<file path="config.mk">
export PLATFORM = sky130hd
export DESIGN_NAME = lambda_trim_integrator_top
export DESIGN_NICKNAME = d
export VERILOG_FILES = /design/src/rtl/core/lti_pkg.sv /design/src/rtl/core/lti_cfg.sv /design/src/rtl/core/lti_trim.sv /design/src/rtl/core/lambda_trim_integrator_top.sv
export VERILOG_INCLUDE_DIRS = /design/src /design/src/rtl/core
export SDC_FILE = /design/constraint.sdc
export NUM_CORES = 1
export LEC_CHECK = 0
export BUFFER_PORTS_ARGS = -buffer_cell sky130_fd_sc_hd__buf_2
export CELL_PAD_IN_SITES_DETAIL_PLACEMENT = 1
export CELL_PAD_IN_SITES_GLOBAL_PLACEMENT = 1
export CORE_MARGIN = 2
export CORE_UTILIZATION = 40
export DETAILED_ROUTE_END_ITERATION = 10
export PLACE_DENSITY_LB_ADDON = 0.1
export SLEW_MARGIN = 20
export SYNTH_ARGS = -nofsm -noshare
export SYNTH_HDL_FRONTEND = slang
export SYNTH_SLANG_ARGS = --single-unit
</file>
<file path="constraint.sdc">
create_clock -name clk -period 19.42 [get_ports clk]
set_input_delay 1.942 -clock clk [delete_from_list [all_inputs] [get_ports clk]]
set_output_delay 1.942 -clock clk [all_outputs]
set_load 0.05 [all_outputs]
</file>
<file path="src/rtl/core/assert_macros.svh">
// Assertion helpers shared by the RTL. Each macro expects clk and rst in scope.
`ifndef ASSERT_MACROS_SVH
`define ASSERT_MACROS_SVH

// Same-cycle implication, checked at every rising edge outside reset.
`define ASSERT_IMPLIES(label, ante, cons, msg) \
  label: assert property (@(posedge clk) disable iff (rst) (ante) |-> (cons)) \
    else $error(msg);

// Next-cycle implication, checked at every rising edge outside reset.
`define ASSERT_NEXT(label, ante, cons, msg) \
  label: assert property (@(posedge clk) disable iff (rst) (ante) |=> (cons)) \
    else $error(msg);

`endif

</file>
<file path="src/rtl/core/lti_pkg.sv">
package lti_pkg;

  localparam int CFG_DATA_W  = 14;
  localparam int CFG_INDEX_W = 3;

  // Unity in Q1.12 and the lambda window edges in Q.24 (1.02 and 0.98).
  localparam logic [12:0] ONE_Q12    = 13'd4096;
  localparam logic [25:0] LAM_HI_Q24 = 26'd17112760;
  localparam logic [25:0] LAM_LO_Q24 = 26'd16441672;

  localparam logic signed [8:0]  COOLANT_THRESHOLD_RESET = 9'sd60;
  localparam logic [7:0]         ENABLE_DELAY_RESET      = 8'd5;
  localparam logic [12:0]        FILTER_COEF_RESET       = 13'd1229;
  localparam logic signed [13:0] TRIM_MIN_RESET          = -14'sd6400;
  localparam logic [12:0]        TRIM_MAX_RESET          = 13'd6400;
  localparam logic [10:0]        TRIM_STEP_RESET         = 11'd128;

  typedef enum logic [CFG_INDEX_W-1:0] {
    REG_COOLANT_THRESHOLD = 3'd0,
    REG_ENABLE_DELAY      = 3'd1,
    REG_FILTER_COEF       = 3'd2,
    REG_TRIM_MIN          = 3'd3,
    REG_TRIM_MAX          = 3'd4,
    REG_TRIM_STEP         = 3'd5
  } cfg_index_t;

  typedef struct packed {
    logic signed [8:0]  coolant_threshold;
    logic [7:0]         enable_delay;
    logic [12:0]        filter_coef;
    logic signed [13:0] trim_min;
    logic [12:0]        trim_max;
    logic [10:0]        trim_step;
  } cfg_t;

  typedef struct packed {
    logic signed [8:0] coolant_temp;
    logic              sensor_ready;
    logic              fuel_cutoff;
    logic              start_ended;
    logic [12:0]       lambda_meas;
  } sample_t;

  typedef struct packed {
    logic signed [13:0] trim_value;
    logic               loop_active;
  } result_t;

endpackage

</file>
<file path="src/rtl/core/lti_cfg.sv">
module lti_cfg (
  input  logic                               clk,
  input  logic                               rst,
  input  logic                               write_en,
  input  logic [lti_pkg::CFG_INDEX_W-1:0]    write_index,
  input  logic [lti_pkg::CFG_DATA_W-1:0]     write_data,
  output lti_pkg::cfg_t                      cfg
);
  import lti_pkg::*;

  // Writes to indexes beyond the register list are dropped.
  always_ff @(posedge clk) begin
    if (rst) begin
      cfg.coolant_threshold <= COOLANT_THRESHOLD_RESET;
      cfg.enable_delay      <= ENABLE_DELAY_RESET;
      cfg.filter_coef       <= FILTER_COEF_RESET;
      cfg.trim_min          <= TRIM_MIN_RESET;
      cfg.trim_max          <= TRIM_MAX_RESET;
      cfg.trim_step         <= TRIM_STEP_RESET;
    end else if (write_en) begin
      case (cfg_index_t'(write_index))
        REG_COOLANT_THRESHOLD: cfg.coolant_threshold <= $signed(write_data[8:0]);
        REG_ENABLE_DELAY:      cfg.enable_delay      <= write_data[7:0];
        REG_FILTER_COEF:       cfg.filter_coef       <= write_data[12:0];
        REG_TRIM_MIN:          cfg.trim_min          <= $signed(write_data[13:0]);
        REG_TRIM_MAX:          cfg.trim_max          <= write_data[12:0];
        REG_TRIM_STEP:         cfg.trim_step         <= write_data[10:0];
        default: begin
        end
      endcase
    end
  end

endmodule

</file>
<file path="src/rtl/core/lti_trim.sv">
`include "assert_macros.svh"

module lti_trim (
  input  logic             clk,
  input  logic             rst,
  input  logic             step,
  input  lti_pkg::sample_t sample,
  input  lti_pkg::cfg_t    cfg,
  output lti_pkg::result_t res
);
  import lti_pkg::*;

  logic [7:0]         delay_count;
  logic [7:0]         delay_count_next;
  logic               enable_prev;
  logic [12:0]        lambda_prev;
  logic signed [13:0] trim_acc;

  logic               enable;
  logic               active;
  logic [12:0]        coef;
  logic [12:0]        coef_prev;
  logic [25:0]        prod_cur;
  logic [25:0]        prod_prev;
  logic [25:0]        blend;
  logic signed [15:0] acc_ext;
  logic signed [15:0] step_ext;
  logic signed [15:0] lo_ext;
  logic signed [15:0] hi_ext;
  logic signed [15:0] stepped;
  logic signed [15:0] low_clamped;
  logic signed [15:0] clamped;

  always_comb begin
    enable = ($signed(sample.coolant_temp) > $signed(cfg.coolant_threshold)) &&
             !sample.fuel_cutoff && sample.sensor_ready && sample.start_ended;

    if (enable && !enable_prev) begin
      delay_count_next = cfg.enable_delay;
    end else if (delay_count != 8'd0) begin
      delay_count_next = delay_count - 8'd1;
    end else begin
      delay_count_next = delay_count;
    end
    active = enable && (delay_count_next == 8'd0);

    // Blend in Q.24; the two weights always add up to unity.
    coef      = (cfg.filter_coef > ONE_Q12) ? ONE_Q12 : cfg.filter_coef;
    coef_prev = ONE_Q12 - coef;
    prod_cur  = 26'(sample.lambda_meas) * 26'(coef);
    prod_prev = 26'(lambda_prev) * 26'(coef_prev);
    blend     = prod_cur + prod_prev;

    acc_ext  = {{2{trim_acc[13]}}, trim_acc};
    step_ext = $signed({5'b0, cfg.trim_step});
    lo_ext   = {{2{cfg.trim_min[13]}}, cfg.trim_min};
    hi_ext   = $signed({3'b0, cfg.trim_max});

    if (blend > LAM_HI_Q24) begin
      stepped = acc_ext + step_ext;
    end else if (blend < LAM_LO_Q24) begin
      stepped = acc_ext - step_ext;
    end else begin
      stepped = acc_ext;
    end

    // The upper clamp goes last, so it wins when the limits cross.
    low_clamped = (stepped < lo_ext) ? lo_ext : stepped;
    clamped     = (low_clamped > hi_ext) ? hi_ext : low_clamped;

    res.loop_active = active;
    res.trim_value  = active ? clamped[13:0] : 14'sd0;
  end

  always_ff @(posedge clk) begin
    if (rst) begin
      delay_count <= 8'd0;
      enable_prev <= 1'b0;
      lambda_prev <= 13'd0;
      trim_acc    <= 14'sd0;
    end else if (step) begin
      delay_count <= delay_count_next;
      enable_prev <= enable;
      lambda_prev <= sample.lambda_meas;
      trim_acc    <= res.trim_value;
    end
  end

  `ASSERT_NEXT(a_trim_cleared, step && !active, trim_acc == 14'sd0, "trim not cleared when idle")
  `ASSERT_IMPLIES(a_upper_clamp, active, res.trim_value <= $signed({1'b0, cfg.trim_max}), "trim above upper clamp")
  `ASSERT_NEXT(a_delay_load, step && enable && !enable_prev, delay_count == $past(cfg.enable_delay), "delay not loaded on enable edge")

endmodule

</file>
<file path="src/rtl/core/lambda_trim_integrator_top.sv">
// Closed-loop lambda fuel trim, one control tick per word.
//
// The sample channel (sample_valid, sample_ready, sample) carries one tick:
// coolant temperature, sensor-ready, fuel-cutoff and start-ended flags and
// the measured lambda. The result channel (result_valid, result_ready,
// result) returns one word per tick with the trim value and the loop-active
// flag. Both channels complete a transfer on a rising edge with valid and
// ready high. The write port (write_en, write_index, write_data) loads the
// six tuning registers and should only be used while no tick is in flight.
//
// A word accepted at a rising edge is held in the input register; its trim
// is computed there and captured in the result register when the pipeline
// advances. The block takes one word every cycle while the receiver keeps
// up; a single stage of blend multiplies, compares and clamp sits between them.
//
// A synchronous reset loads the register defaults, clears the loop state
// (delay counter, enable history, previous lambda, trim accumulator) and
// empties the pipeline. When the receiver stalls, the result word holds and
// the input register fills once more, after which sample_ready drops.
`include "assert_macros.svh"

module lambda_trim_integrator_top (
  input  logic                             clk,
  input  logic                             rst,
  input  logic                             sample_valid,
  output logic                             sample_ready,
  input  lti_pkg::sample_t                 sample,
  output logic                             result_valid,
  input  logic                             result_ready,
  output lti_pkg::result_t                 result,
  input  logic                             write_en,
  input  logic [lti_pkg::CFG_INDEX_W-1:0]  write_index,
  input  logic [lti_pkg::CFG_DATA_W-1:0]   write_data
);
  import lti_pkg::*;

  cfg_t    cfg;
  result_t res;

  // Input register in front of the trim logic.
  logic    stage_valid;
  sample_t stage_word;

  // The pipeline moves whenever the result register is empty or being drained.
  logic advance;
  logic step;

  assign advance      = !result_valid || result_ready;
  assign sample_ready = !stage_valid || advance;
  assign step         = stage_valid && advance;

  lti_cfg u_cfg (
    .clk         (clk),
    .rst         (rst),
    .write_en    (write_en),
    .write_index (write_index),
    .write_data  (write_data),
    .cfg         (cfg)
  );

  // The loop state advances exactly when a tick moves into the result register.
  lti_trim u_trim (
    .clk    (clk),
    .rst    (rst),
    .step   (step),
    .sample (stage_word),
    .cfg    (cfg),
    .res    (res)
  );

  always_ff @(posedge clk) begin
    if (rst) begin
      stage_valid <= 1'b0;
    end else if (sample_ready) begin
      stage_valid <= sample_valid;
    end
  end

  always_ff @(posedge clk) begin
    if (sample_valid && sample_ready) begin
      stage_word <= sample;
    end
  end

  always_ff @(posedge clk) begin
    if (rst) begin
      result_valid <= 1'b0;
    end else if (advance) begin
      result_valid <= stage_valid;
    end
  end

  always_ff @(posedge clk) begin
    if (step) begin
      result <= res;
    end
  end

  `ASSERT_NEXT(a_stage_held, stage_valid && !advance, stage_valid && $stable(stage_word), "input stage lost while stalled")
  `ASSERT_NEXT(a_result_loaded, step, result_valid, "computed word not presented")

endmodule
</file>
==> results.py <==
metrics = {
    "logic_synthesis": {
        "synth_edf_count": 40,
        "syn_inst": 2448,
        "ys_types": 85,
        "synth_area_um2": 20700,
        "synth_seq_cells": 146,
        "syn_area_per_cell_um2": 8.47,
        "yosysSeqAreaShare_pct": 16.0,
        "async_flop_share_pct": 0,
        "synth_nets": 2969,
        "ys.flop_type": "dfxtp_1",
        "yosysWarnings": 0,
    },
    "floorplanning": {
        "fp.dieH_um": 232,
        "initial_core_util_pct": 40.4,
        "dieWidth_um": 232,
        "core.rowCount": 83,
        "core-area_um2": 51300,
        "io_pins": 64,
        "dieArea_um2": 53700,
    },
    "cts": {
        "insertion_delay_ps": 460,
        "cts_tree": "done",
        "ctsResizeCount": 0,
        "clk_pin_slew_ps": 80,
        "cts-root-buf": "clkbuf_16",
        "clock-sinks": 146,
        "holdBufCountCts": 0,
        "htree_levels": 4,
        "cts_max_path_buffers": 2,
        "post-cts-setup-buffer-count": 0,
        "numCtsBuffers": 17,
    },
    "critical_path": {
        "worst_path_most_repeated_cell": "fa_1",
        "reg2reg_from": "u_cfg.cfg[39]$_SDFFE_PP0P_",
        "cp.arrival_ps": 16880,
        "worstSetupEndpointType": "flip-flop",
        "crit_cells": 55,
        "required_ps": 19660,
        "regToRegSetupSlack_ps": 2770,
        "cp_max_fo": 20,
        "crit_path_end": "result[13]$_DFFE_PP_",
        "slowest_delay_ps": 830,
        "r2r_cells": 55,
        "crit_type": "flip-flop to flip-flop",
        "cp_top_family": "compound AO/OA/AOI/OAI gates",
        "start_kind": "flip-flop",
        "crit_buf_inv": 4,
        "cp_slowest_cell": "o21ai_1",
        "reg2reg_to": "result[13]$_DFFE_PP_",
        "startpoint": "u_cfg.cfg[39]$_SDFFE_PP0P_",
    },
    "power_and_ir_drop": {
        "swShare_pct": 55.6,
        "p_leak_uw": 0.0106,
        "p_per_area_nw_per_um2": 158,
        "p_int_uw": 1560,
        "seqPwrFrac_pct": 9.9,
        "pwr-share-comb_pct": 80.4,
        "total_power_uw": 3510,
        "switchingPower_uw": 1950,
        "pwr-share-clk_pct": 9.7,
        "vdd_drop_max_uv": 151,
    },
    "sta": {
        "maxSlewHeadroom_pct": 31.7,
        "fin_tns_setup_ps": 0,
        "max_freq_ghz": 0.0601,
        "rsz0062_at_grt": "false",
        "worst_slew_pin_slew_ps": 1020,
        "period_share_pct": 85.7,
        "drv_slew": 0,
        "hold_slack_ps": 473,
        "min_period_ps": 16650,
        "finClkSkew_ps": 18.9,
        "hold_violations": 0,
        "setup_viol": 0,
    },
    "placement": {
        "place_congestion": 0.883,
        "dp_hpwl_um": 52700,
        "io_buffers": 63,
        "dp_cells": 3103,
    },
    "route": {
        "vias": 16800,
        "drtIter0Drc": 762,
        "routedWlPerCell_um": 21.3,
        "avgViaCountPerCell": 5.36,
        "wl_um": 66700,
        "drt-pass1-iter-count": 5,
        "drc": 0,
        "ant_nets": 0,
    },
    "grt": {
        "grt-ovfl-total": 0,
        "first_global_vias": 18700,
        "grt.total_usage_pct": 25.8,
        "antenna_found_initial": 3,
        "grt_pass1_wl_um": 106000,
        "grt_max_degree": 58,
    },
    "finish": {
        "drive_gt1_share_pct": 7.13,
        "nets": 2963,
        "area_growth_pct": 7.34,
        "final_common_cell": "inv_1",
        "final_cells": 3137,
        "layout_common_cells": "inv_1 (437), nand2_1 (380), fa_1 (287)",
    },
    "status": {
        "status": "complete, no violations",
    },
    "min_path": {
        "hold_class": "flip-flop to flip-flop",
    },
    "run": {
        "maxCapViolCount": 0,
    },
}
-- tightest hold or removal path, stage by stage (launching register included) --
cell and delay, ps:
dfxtp_1 310, nand2_1 50, a21oi_1 60
-- cell type report --
type                    instances  area (um^2)
fillers                      6135        29000
multi-input cells            1747        15300
flip-flops and latches        146         3320
inverters                     438         1640
well taps                     680          851
repair buffers                 92          536
clock buffers                  18          429
clock inverters                14          145
diodes                          2         5.00
-- Yosys cell counts, types with 12 or more instances --
library cell	n	area share, %
edfxtp_1	40	5.8
ha_1	187	11
a21oi_1	147	3.5
nand4_1	13	0.39
and2_1	172	5.2
o21ai_0	52	1.3
o22ai_1	15	0.45
nand2_1	380	6.9
a21o_1	12	0.43
buf_2	13	0.31
or3_1	16	0.48
inv_1	438	7.9
o31ai_1	14	0.51
nor2b_1	36	1.1
o221ai_1	12	0.51
nand2b_1	12	0.36
nor2_1	89	1.6
a211o_1	13	0.55
fa_1	287	28
nand3b_1	28	1.0
nor3_1	24	0.58
xnor2_1	24	1.0
o21a_1	18	0.65
clkbuf_1	97	1.8
dfxtp_1	106	10
or2_2	12	0.36
-- flip-flops by register name (all words and copies together), names as in the netlist --
name	flops
u_trim.delay_count	8
u_trim.lambda_prev	13
u_cfg.cfg	68
u_trim.enable_prev	1
stage_word	25
result_valid	1
stage_valid	1
u_trim.trim_acc	14
result	15
-- power by group through the flow --
stage / clock [uW] / sequential, uW / combinational, uW
6_report: 342 / 347 / 2820
5_1_grt: 359 / 349 / 3140
4_1_cts: 349 / 347 / 2840
3_5_place_dp: 0 / 354 / 2820
3_3_place_gp: 0 / 354 / 2750
2_1_floorplan: 0 / 341 / 2120
-- routing by layer --
metal	vias up	routed length [um]	share of wire, %	track usage [%]
met5	-	16	0.024	0
met4	2	2110	3.2	9.03
met3	90	2240	3.4	2.68
met2	320	33300	50	45.8
met1	8578	29100	44	32.6
li1	7818	-	-	-
-- metrics by stage --
stage | worst slack (ps) | area [um^2] | utilization, %
5_1_grt | 1680 | 22300 | 43.4
4_1_cts | 2420 | 22200 | 43.4
3_5_place_dp | 2520 | 21700 | 42.2
2_1_floorplan | 5250 | 20700 | -
3_3_place_gp | 3140 | 21700 | 42.2
6_report | 2770 | 22300 | 43.4
-- cell families after synthesis --
family	count (synthesis)	synth area share (%)
compound gates	402	13.4
fa+ha+maj	474	39.0
buf+inv	555	10.2
flops	146	16.0
xor+xnor	34	1.44
mux	11	0.531
simple gates	826	19.5
-- worst min-delay path by stage --
stage / from / to / slack (ps) / depth (start not counted)
after floorplan: u_cfg.cfg[60]$_SDFFE_PP0P_ / u_cfg.cfg[60]$_SDFFE_PP0P_ / 440 / 2
after global placement: u_cfg.cfg[60]$_SDFFE_PP0P_ / u_cfg.cfg[60]$_SDFFE_PP0P_ / 450 / 2
after detailed placement: u_cfg.cfg[60]$_SDFFE_PP0P_ / u_cfg.cfg[60]$_SDFFE_PP0P_ / 460 / 2
after CTS: u_cfg.cfg[60]$_SDFFE_PP0P_ / u_cfg.cfg[60]$_SDFFE_PP0P_ / 470 / 2
after global routing: u_cfg.cfg[66]$_SDFFE_PP0P_ / u_cfg.cfg[66]$_SDFFE_PP0P_ / 490 / 2
final: u_cfg.cfg[65]$_SDFFE_PP0P_ / u_cfg.cfg[65]$_SDFFE_PP0P_ / 470 / 2
Note: power is estimated with default switching activity, not from simulation.
